File: src/rtl/core/alusf_pkg.sv
// types, operation codes and helpers for the 6502-style accumulator and flag unit
// no dependencies; used by alusf_exec and cpu_alu_and_status_flags
`default_nettype none

package alusf_pkg;

    localparam logic [4:0] OP_ORA = 5'd0;
    localparam logic [4:0] OP_AND = 5'd1;
    localparam logic [4:0] OP_EOR = 5'd2;
    localparam logic [4:0] OP_ADC = 5'd3;
    localparam logic [4:0] OP_ASL = 5'd4;
    localparam logic [4:0] OP_LSR = 5'd5;
    localparam logic [4:0] OP_ROL = 5'd6;
    localparam logic [4:0] OP_ROR = 5'd7;
    localparam logic [4:0] OP_BIT = 5'd8;
    localparam logic [4:0] OP_CLC = 5'd9;
    localparam logic [4:0] OP_SEC = 5'd10;
    localparam logic [4:0] OP_CLI = 5'd11;
    localparam logic [4:0] OP_SEI = 5'd12;
    localparam logic [4:0] OP_PHP = 5'd13;
    localparam logic [4:0] OP_PLP = 5'd14;
    localparam logic [4:0] OP_PHA = 5'd15;
    localparam logic [4:0] OP_PLA = 5'd16;
    localparam logic [4:0] OP_BRANCH = 5'd17;
    localparam logic [4:0] OP_INTERRUPT = 5'd18;

    localparam logic [1:0] BR_N_CLEAR = 2'd0;
    localparam logic [1:0] BR_N_SET = 2'd1;
    localparam logic [1:0] BR_V_CLEAR = 2'd2;
    localparam logic [1:0] BR_V_SET = 2'd3;

    localparam logic [7:0] STATUS_FIXED_BITS = 8'h30;
    localparam logic [7:0] HW_BREAK_MASK = 8'hef;

    typedef struct packed {
        logic [4:0] operation;
        logic [7:0] operand;
        logic       on_accumulator;
        logic [1:0] branch_kind;
        logic       break_source;
    } alusf_item_t;

    typedef struct packed {
        logic n;
        logic v;
        logic d;
        logic i;
        logic z;
        logic c;
    } alusf_flags_t;

    typedef struct packed {
        logic [7:0]   acc;
        alusf_flags_t flags;
    } alusf_state_t;

    typedef struct packed {
        logic [7:0] result_byte;
        logic [7:0] status_byte;
        logic       branch_taken;
    } alusf_result_t;

    function automatic logic [7:0] pack_status(input alusf_flags_t f);
        pack_status = STATUS_FIXED_BITS
                    | {f.n, f.v, 2'b00, f.d, f.i, f.z, f.c};
    endfunction

endpackage

`default_nettype wire

File: src/rtl/core/alusf_exec.sv
// single-pass operation logic: next accumulator, next flags and result word
// depends on alusf_pkg
`default_nettype none

module alusf_exec (
    input  var alusf_pkg::alusf_state_t  cur,
    input  var alusf_pkg::alusf_item_t   item,
    output alusf_pkg::alusf_state_t      nxt,
    output alusf_pkg::alusf_result_t     res
);
    import alusf_pkg::*;

    logic [7:0] src;
    logic [7:0] shifted;
    logic       shift_carry;
    logic [8:0] sum;
    logic [7:0] logic_val;
    logic [7:0] status_now;

    assign src        = item.on_accumulator ? cur.acc : item.operand;
    assign sum        = {1'b0, cur.acc} + {1'b0, item.operand} + {8'd0, cur.flags.c};
    assign status_now = pack_status(cur.flags);

    always_comb
    begin
        case (item.operation)
            OP_ASL:
            begin
                shifted     = {src[6:0], 1'b0};
                shift_carry = src[7];
            end
            OP_LSR:
            begin
                shifted     = {1'b0, src[7:1]};
                shift_carry = src[0];
            end
            OP_ROL:
            begin
                shifted     = {src[6:0], cur.flags.c};
                shift_carry = src[7];
            end
            default:
            begin
                shifted     = {cur.flags.c, src[7:1]};
                shift_carry = src[0];
            end
        endcase
    end

    always_comb
    begin
        case (item.operation)
            OP_ORA:  logic_val = cur.acc | item.operand;
            OP_AND:  logic_val = cur.acc & item.operand;
            OP_EOR:  logic_val = cur.acc ^ item.operand;
            OP_ADC:  logic_val = sum[7:0];
            default: logic_val = item.operand;
        endcase
    end

    always_comb
    begin
        nxt              = cur;
        res.result_byte  = cur.acc;
        res.branch_taken = 1'b0;
        case (item.operation)
            OP_ORA, OP_AND, OP_EOR, OP_PLA:
            begin
                nxt.acc         = logic_val;
                nxt.flags.n     = logic_val[7];
                nxt.flags.z     = (logic_val == 8'd0);
                res.result_byte = logic_val;
            end
            OP_ADC:
            begin
                nxt.acc         = logic_val;
                nxt.flags.n     = logic_val[7];
                nxt.flags.z     = (logic_val == 8'd0);
                // operands agree in sign, sum does not
                nxt.flags.v     = ~(cur.acc[7] ^ item.operand[7]) & (cur.acc[7] ^ logic_val[7]);
                nxt.flags.c     = sum[8];
                res.result_byte = logic_val;
            end
            OP_ASL, OP_LSR, OP_ROL, OP_ROR:
            begin
                nxt.flags.c     = shift_carry;
                nxt.flags.n     = shifted[7];
                nxt.flags.z     = (shifted == 8'd0);
                res.result_byte = shifted;
                if (item.on_accumulator)
                begin
                    nxt.acc = shifted;
                end
            end
            OP_BIT:
            begin
                nxt.flags.n = item.operand[7];
                nxt.flags.v = item.operand[6];
                nxt.flags.z = ((cur.acc & item.operand) == 8'd0);
            end
            OP_CLC: nxt.flags.c = 1'b0;
            OP_SEC: nxt.flags.c = 1'b1;
            OP_CLI: nxt.flags.i = 1'b0;
            OP_SEI: nxt.flags.i = 1'b1;
            OP_PHP: res.result_byte = status_now;
            OP_PLP:
            begin
                nxt.flags.n = item.operand[7];
                nxt.flags.v = item.operand[6];
                nxt.flags.d = item.operand[3];
                nxt.flags.i = item.operand[2];
                nxt.flags.z = item.operand[1];
                nxt.flags.c = item.operand[0];
            end
            OP_BRANCH:
            begin
                case (item.branch_kind)
                    BR_N_CLEAR: res.branch_taken = ~cur.flags.n;
                    BR_N_SET:   res.branch_taken = cur.flags.n;
                    BR_V_CLEAR: res.branch_taken = ~cur.flags.v;
                    BR_V_SET:   res.branch_taken = cur.flags.v;
                    default:    res.branch_taken = 1'b0;
                endcase
            end
            OP_INTERRUPT:
            begin
                // pushed status is taken before i is set
                res.result_byte = item.break_source ? status_now
                                                    : (status_now & HW_BREAK_MASK);
                nxt.flags.i     = 1'b1;
            end
            default:
            begin
                res.result_byte = cur.acc;
            end
        endcase
        res.status_byte = pack_status(nxt.flags);
    end

endmodule

`default_nettype wire

File: src/rtl/core/cpu_alu_and_status_flags.sv
// top level of the 6502-style accumulator and status-flag unit
// depends on alusf_pkg and alusf_exec
`default_nettype none

// Binary-mode 6502 accumulator and flag unit. One operation word enters per clock
// unless the output stalls; its result word passes the input register, then the
// result register, and the unit sustains one word per cycle when not stalled, since
// every operation is a single pass of 8-bit logic between those two registers. A and
// the flags update in the same edge that loads the result register, so back-to-back
// words see each other's effects. Decimal mode is not implemented: D is only stored
// and reported. After reset A is zero and only the I flag is set.
module cpu_alu_and_status_flags (
    input  wire logic        clk,
    input  wire logic        rst_n,
    input  wire logic        s_tvalid,
    output logic             s_tready,
    // operation[4:0], operand[12:5], on_accumulator[13], branch_kind[15:14],
    // break_source[16], zero[23:17]
    input  wire logic [23:0] s_tdata,
    output logic             m_tvalid,
    input  wire logic        m_tready,
    // result_byte[7:0], status_byte[15:8], branch_taken[16], zero[23:17]
    output logic [23:0]      m_tdata
);
    import alusf_pkg::*;

    logic          in_valid_reg;
    alusf_item_t   in_item_reg;
    logic          out_valid_reg;
    logic [23:0]   out_data_reg;
    alusf_state_t  state_reg;
    alusf_state_t  state_next;
    alusf_result_t res;
    logic          advance;
    alusf_item_t   s_item;

    assign s_item.operation      = s_tdata[4:0];
    assign s_item.operand        = s_tdata[12:5];
    assign s_item.on_accumulator = s_tdata[13];
    assign s_item.branch_kind    = s_tdata[15:14];
    assign s_item.break_source   = s_tdata[16];

    // input stage moves on whenever the result register is free or draining
    assign advance  = in_valid_reg & (~out_valid_reg | m_tready);
    assign s_tready = ~in_valid_reg | ~out_valid_reg | m_tready;

    alusf_exec u_exec (
        .cur  (state_reg),
        .item (in_item_reg),
        .nxt  (state_next),
        .res  (res)
    );

    always_ff @(posedge clk or negedge rst_n)
    begin
        if (!rst_n)
        begin
            in_valid_reg  <= 1'b0;
            out_valid_reg <= 1'b0;
            state_reg     <= '{acc: 8'd0,
                               flags: '{n: 1'b0, v: 1'b0, d: 1'b0,
                                        i: 1'b1, z: 1'b0, c: 1'b0}};
        end
        else
        begin
            if (s_tvalid && s_tready)
            begin
                in_valid_reg <= 1'b1;
            end
            else if (advance)
            begin
                in_valid_reg <= 1'b0;
            end

            if (advance)
            begin
                out_valid_reg <= 1'b1;
                state_reg     <= state_next;
            end
            else if (m_tready)
            begin
                out_valid_reg <= 1'b0;
            end
        end
    end

    always_ff @(posedge clk)
    begin
        if (s_tvalid && s_tready)
        begin
            in_item_reg <= s_item;
        end
        if (advance)
        begin
            out_data_reg <= {7'd0, res.branch_taken, res.status_byte, res.result_byte};
        end
    end

    assign m_tvalid = out_valid_reg;
    assign m_tdata  = out_data_reg;

endmodule

`default_nettype wire

File: config.mk
export PLATFORM = sky130hd
export DESIGN_NAME = cpu_alu_and_status_flags
export DESIGN_NICKNAME = d
export VERILOG_FILES = /design/src/rtl/core/alusf_pkg.sv /design/src/rtl/core/alusf_exec.sv /design/src/rtl/core/cpu_alu_and_status_flags.sv
export SDC_FILE = /design/constraint.sdc
export NUM_CORES = 1
export LEC_CHECK = 0
export ABC_AREA = 1
export BUFFER_PORTS_ARGS = -buffer_cell sky130_fd_sc_hd__buf_2
export CAP_MARGIN = 20
export CORE_MARGIN = 1
export CORE_UTILIZATION = 45
export CTS_CLUSTER_SIZE = 28
export DETAILED_ROUTE_END_ITERATION = 8
export PLACE_DENSITY_LB_ADDON = 0.3
export SLEW_MARGIN = 20
export SYNTH_ARGS = -nofsm -noshare
export SYNTH_HDL_FRONTEND = slang
export SYNTH_HIERARCHICAL = 1
export SYNTH_SLANG_ARGS = --single-unit
File: constraint.sdc
create_clock -name clk -period 5.4 [get_ports clk]
set_input_delay 0.81 -clock clk [delete_from_list [all_inputs] [get_ports clk]]
set_output_delay 0.81 -clock clk [all_outputs]
set_load 0.02 [all_outputs]
==> results of run 1 <==
-- logic make-up (layout without fill, tap and decap cells) --
family | after synthesis | count (layout) | synth area share (%)
AND/OR/NAND/NOR | 279 | 279 | 33.3
flip-flops | 50 | 50 | 38.6
multiplexers | 1 | 1 | 0.272
XOR/XNOR | 1 | 1 | 0.238
buffers and inverters | 90 | 111 | 11.7
AO/OA/AOI/OAI | 53 | 53 | 9.13
adder cells (fa/ha/maj) | 18 | 18 | 6.52
other | 2 | 9 | 0.204
-- power by group --
group          total (mW)  leakage [nW]  internal, mW  switching (mW)
combinational       0.492          1.32         0.165           0.327
clock               0.242        0.0496         0.120           0.122
sequential          0.575         0.536         0.494          0.0814
total                1.31          1.90         0.779           0.530
-- synthesized netlist by cell type (3+ instances only) --
cell type	count	share of area [%]
inv_1	54	5.5
o21ai_1	3	0.41
a21oi_1	11	1.5
nand2_1	150	15
o21ai_0	16	2.2
nand2_4	3	0.92
edfxtp_1	34	28
nor3_1	4	0.54
o2111ai_1	3	0.71
buf_4	20	4.1
dfrtp_1	15	10
buf_2	3	0.41
o221ai_1	4	0.95
o22ai_1	3	0.51
nor2_4	4	1.2
ha_1	16	5.4
inv_2	9	0.92
o211ai_1	8	1.6
nor2_1	53	5.4
nand4_1	7	1.2
nand3_1	48	6.5
-- stage by stage --
stage	cell area [µm²]	total power, mW	setup WS (ns)
finish	3960	1.31	2.47
detailed placement	3850	1.06	2.58
global route	3960	1.39	2.25
global placement	3850	1.05	2.56
floorplan	3710	0.944	3.14
CTS	3960	1.31	2.56
-- per-layer routing --
| layer | up-vias | share of wire (%) |
|---|---|---|
| met2 | 205 | 45 |
| met3 | 17 | 8.5 |
| met1 | 1574 | 44 |
| li1 | 1642 | - |
| met4 | 0 | 2.4 |
| met5 | - | 0 |
-- worst max-delay path: stages (launching register included) --
cell and delay (ns):
edfxtp_1 0.51, inv_2 0.12, nand2_1 0.05, nor2_1 0.72
nand2_1 0.48, o21ai_1 0.37, nor3_1 0.10, nand2_1 0.07
nand2_1 0.04, nor2_1 0.10, nand3_1 0.11, nand3_1 0.10
nand2_1 0.06
-- area by class of cell --
class	count	area share (%)
Multi-Input combinational cell	361	47.3
Sequential cell	50	35.9
Inverter	64	6.06
Timing Repair Buffer	39	4.92
Tap cell	102	3.22
Clock buffer	7	2.46
Clock inverter	1	0.189
-- worst max-delay path by stage --
stage,cells after the start,start,to,slack (ns)
after floorplan,12,state_reg[0],m_tdata[9],3.14
after global placement,13,in_item_reg[15],state_reg[1],2.56
after detailed placement,12,in_item_reg[15],state_reg[1],2.58
after CTS,12,in_item_reg[15],state_reg[1],2.56
after global routing,12,in_item_reg[15],state_reg[1],2.25
final,12,in_item_reg[15],state_reg[1],2.47
==> metrics, run 1 <==
post-CTS setup buffers 0; Worst-path clk slew 0.09 ns; commonest non-fill, non-tap cell in the layout nand2_1; Max Slew Vio Count 0; post-cts sizing count 0; DRT Pass-1 Iters 5; final cell count without fillers 624; layout cell share with drive strength beyond 1 13.8%; vias per cell 5.51; routability cong. 0.955; gr ovfl total 0; crit end category flop; worst-margin pin slew 0.951 ns; Main synth FF type edfxtp_1; CTS tree done; CTS root buf clkbuf_8; CTS Hold Bufs 0; Syn Inst Count 494; Num CTS Buffers 5; Clock Sinks 50; largest net degree at the start of global routing 27; initial antenna violation count 0; met2 Resource Use GR 38.5%; VDD IR-drop max 0.173 mV; DRT iter0 DRCs 295; EDFF count, synth 34; number of global-route vias before repair 3152; pwr/cell area 330 mW/mm²; placed cells 616; Achievable Freq 0.341 GHz; final WL 9860 µm; WP data required 5.60 ns; met1 Usage GRT 32.3%; # DRC 0; unrepaired setup endpoints after global routing false; Post-Route Skew 0.00583 ns; Fill cells 784; post-synthesis sequential area ratio 38.6%; PortBufs 39; hold slack 0.413 ns; multi-input combinational cell area 0.00187 mm²; final core utilization 50.8%; Worst R2R End state_reg[1]; WS Path Type flop to flop; FF/Latch Area 0.00142 mm²; MaxCap Viol Count 0; first-pass GRT wire length 15500 µm; worst-path maximum fanout 11; wire per inst 15.8 µm; yosys warns 6; Hold Path Class primary input to asynchronous set/reset pin; Yosys cell types 40; r2r setup slk 2.47 ns; commonest cells after routing, fill and taps aside 150 x nand2_1, 54 x inv_1, 53 x nor2_1, 48 x nand3_1, 39 x buf_2; # rows 32; CP Launch Type flop; Final Critical Period 2.93 ns; GRT Util Overall 23.7%; Core Region 0.00781 mm²; worst r2r src in_item_reg[15]; DP Wirelength 7810 µm; flops & latches, synth 50; Worst R2R Path Depth 12; Fin. Hold Viols 0; Period Utilization, post-route 54.3%; nets@finish 567; Ant. Diodes 0; Clk Latency, worst-skew pair 0.30 ns; chip width 92.5 µm; H-tree level count 2; routed vias 3438; status finished clean; final setup vio count 0; Worst Path Arrival 3.13 ns; maximum clock path buffer count 2; Initial Util 47.2%; Area Growth Syn to Fin 7.54%; Die Y 92.5 µm; Ports 54; mapped cell area 0.00369 mm²; setup_tns 0 ns; global-route track usage on met3 3.45%; worst relative slew slack 36.4%; gr busiest metal met2; post-route ant nets 0; fraction of registers with async set/reset 32.0%; Syn Area/Cell 7.46 µm²; die footprint 0.00856 mm²; Leak 1.90 nW
Power figures use the tool's default switching activity.
==> run 2, diff against run 1 <==
--- a/config.mk
+++ b/config.mk
@@ -5,7 +5,7 @@
 export SDC_FILE = /design/constraint.sdc
 export NUM_CORES = 1
 export LEC_CHECK = 0
-export ABC_AREA = 1
+export ABC_AREA = 0
 export BUFFER_PORTS_ARGS = -buffer_cell sky130_fd_sc_hd__buf_2
 export CAP_MARGIN = 20
 export CORE_MARGIN = 1
==> constraint.sdc (replaced) <==
create_clock -name clk -period 2.75 [get_ports clk]
set_input_delay 0.4125 -clock clk [delete_from_list [all_inputs] [get_ports clk]]
set_output_delay 0.4125 -clock clk [all_outputs]
set_load 0.02 [all_outputs]
==> run 2 against run 1 <==
Effect of this change: synthesized cell count down 26%; via count down 12%; design area up 4.2%; die area down 0.70%; first-iteration DRC count down 20%; critical path type unchanged; non-clock buffer count up 29; routed wire length down 5.2%; worst setup slack worse by 2.4 ns; clock skew up 0.0033 ns; count of clock-buffer cells in the layout down 2; sequential share of layout area down 1.4 points; final cell count down 18%.
==> metrics, run 2 <==
post-synthesis sequential area ratio 38.9%; WS Path Type flop to flop; DRT Pass-1 Iters 6; Final Critical Period 2.69 ns; yosys warns 6; H-tree level count 2; Leak 1.75 nW; routability cong. 0.924; commonest non-fill, non-tap cell in the layout buf_2; layout cell share with drive strength beyond 1 26.0%; Area Growth Syn to Fin 12.9%; wire per inst 18.2 µm; commonest cells after routing, fill and taps aside 39 x buf_2, 34 x edfxtp_1, 28 x buf_4, 27 x nor2_1, 25 x nand2_1; worst relative slew slack 48.1%; CP Launch Type flop; EDFF count, synth 34; maximum clock path buffer count 2; DP Area 0.00397 mm²; Die Y 92.2 µm; Fin. Hold Viols 0; CTS Hold Bufs 0; pwr/cell area 781 mW/mm²; status finished clean; crit end category flop; Yosys cell types 65; Num CTS Buffers 5; post-route ant nets 0; fraction of registers with async set/reset 32.0%; Worst Path Arrival 2.94 ns; WP data required 3.01 ns; Worst-path clk slew 0.10 ns; top-count cell post-synth edfxtp_1; gr ovfl total 0; final setup vio count 0; Achievable Freq 0.372 GHz; chip width 92.2 µm; DP Wirelength 7070 µm; Clock Sinks 50; Period Utilization, post-route 97.7%; final WL 9350 µm; total power 3.23 mW; worst-path maximum fanout 2; # DRC 0; Syn Inst Count 364; setup_tns 0 ns; Initial Util 46.9%; routed vias 3026; Hold Path Class primary input to asynchronous set/reset pin; Synth top cells by count 34 x edfxtp_1, 27 x nor2_1, 25 x nand2_1, 24 x inv_1, 17 x buf_4; # rows 32; worst-margin pin slew 0.779 ns; CTS root buf clkbuf_8; design area 0.00413 mm²; largest net degree at the start of global routing 38; DRT iter0 DRCs 235; Yosys top cell area share 27.9%; Main synth FF type edfxtp_1; Ports 54; Yosys top cell by area edfxtp_1; Ant. Diodes 0; placed cells 502; number of global-route vias before repair 2806; unrepaired setup endpoints after global routing true; Max Slew Vio Count 0; initial antenna violation count 0; Clk Latency, worst-skew pair 0.31 ns; final cell count without fillers 514; main area contributors after synthesis edfxtp_1 28%, dfrtp_1 10%, ha_1 5.5%; VDD IR-drop max 0.359 mV; MaxCap Viol Count 0; mapped cell area 0.00366 mm²; PortBufs 39; CTS tree done; Syn Area/Cell 10.1 µm²; first-pass GRT wire length 14700 µm; die footprint 0.00850 mm²; GRT Util Overall 22.8%; Core Region 0.00781 mm²; flops & latches, synth 50; vias per cell 5.89; Post-Route Skew 0.00914 ns; nets@finish 457
==> run 2: cell count changes after synthesis, moves of 6 or more <==
| cell | delta |
|---|---|
| nand2_1 | -125 |
| nand3_1 | -39 |
| inv_1 | -30 |
| nor2_1 | -26 |
| mux2i_1 | +11 |
| clkbuf_1 | +9 |
| mux2_4 | +9 |
| a211oi_1 | +8 |
| inv_2 | -8 |
| a22oi_1 | +6 |
| nor2b_1 | +6 |
==> run 2: cell families (layout without fill, tap and decap cells) <==
group	after synthesis	count (layout)	synth area share (%)
buffers and inverters	60	101	8.99
XOR/XNOR	6	6	1.44
flip-flops	50	50	38.9
other	2	9	0.205
adder cells (fa/ha/maj)	18	18	6.56
AO/OA/AOI/OAI	86	86	15.8
AND/OR/NAND/NOR	110	110	16.2
multiplexers	32	32	11.9
==> run 2: metrics by stage <==
stage / utilization, % / setup slack, ns / hold WS, ns
2_1_floorplan: - / 0.164 / 0.117
3_3_place_gp: 50.9 / -0.0297 / 0.354
3_5_place_dp: 50.9 / -0.102 / 0.358
4_1_cts: 52.8 / 0.00264 / 0.0239
5_1_grt: 52.9 / -0.126 / 0.0377
6_report: 52.9 / 0.0640 / 0.0106
==> run 2: layout make-up <==
| cell class | count | area (µm²) |
|---|---|---|
| sequential | 50 | 1420 |
| clock buffer | 5 | 68.8 |
| inverter | 25 | 93.8 |
| tap | 102 | 128 |
| timing repair buffer | 68 | 425 |
| clock inverter | 3 | 43.8 |
| multi-input combinational | 261 | 1950 |
| fill | 709 | 3680 |
==> run 2: path summary, 6_finish.rpt <==
path / from / endpoint / slack, ns / cells past startpoint
worst max-delay path: state_reg[0] / state_reg[1] / 0.06 / 11
worst min-delay path: rst_n / state_reg[12] / 0.01 / 1
worst max register to register: state_reg[0] / state_reg[1] / 0.06 / 11
worst min register to register: state_reg[3] / state_reg[3] / 0.55 / 1
max in group asynchronous: rst_n / state_reg[2] / 2.42 / 1
min in group clk: s_tdata[16] / in_item_reg[0] / 0.27 / 1
==> run 2: power breakdown <==
group	total, mW	switching [mW]	internal (mW)
clock	0.535	0.262	0.273
combinational	1.53	0.818	0.708
sequential	1.17	0.165	1.00
total	3.23	1.24	1.98
==> run 2: what timing repair did <==
item	4_1_cts	5_1_grt
resized for setup	5	0
pin swaps	4	3
setup buffers	3	1
setup endpoints to repair	2	3
gates cloned	0	0
==> run 2: routing by layer <==
| metal | part of all wire [%] | global-route usage [%] | up-vias |
|---|---|---|---|
| li1 | - | - | 1417 |
| met5 | 0 | 0 | - |
| met2 | 47 | 36.3 | 153 |
| met3 | 6.1 | 3.48 | 23 |
| met4 | 2.3 | 8.20 | 0 |
| met1 | 45 | 31.5 | 1433 |
==> run 2: critical path, stage by stage (launching register included) <==
cell,delay (ns)
dfrtp_1,0.39
fa_2,0.24
inv_2,0.04
fa_1,0.48
inv_1,0.04
mux4_2,0.49
nor3_2,0.12
a31oi_1,0.06
nor3_1,0.15
nor4bb_2,0.26
a31o_1,0.23
mux2_4,0.15
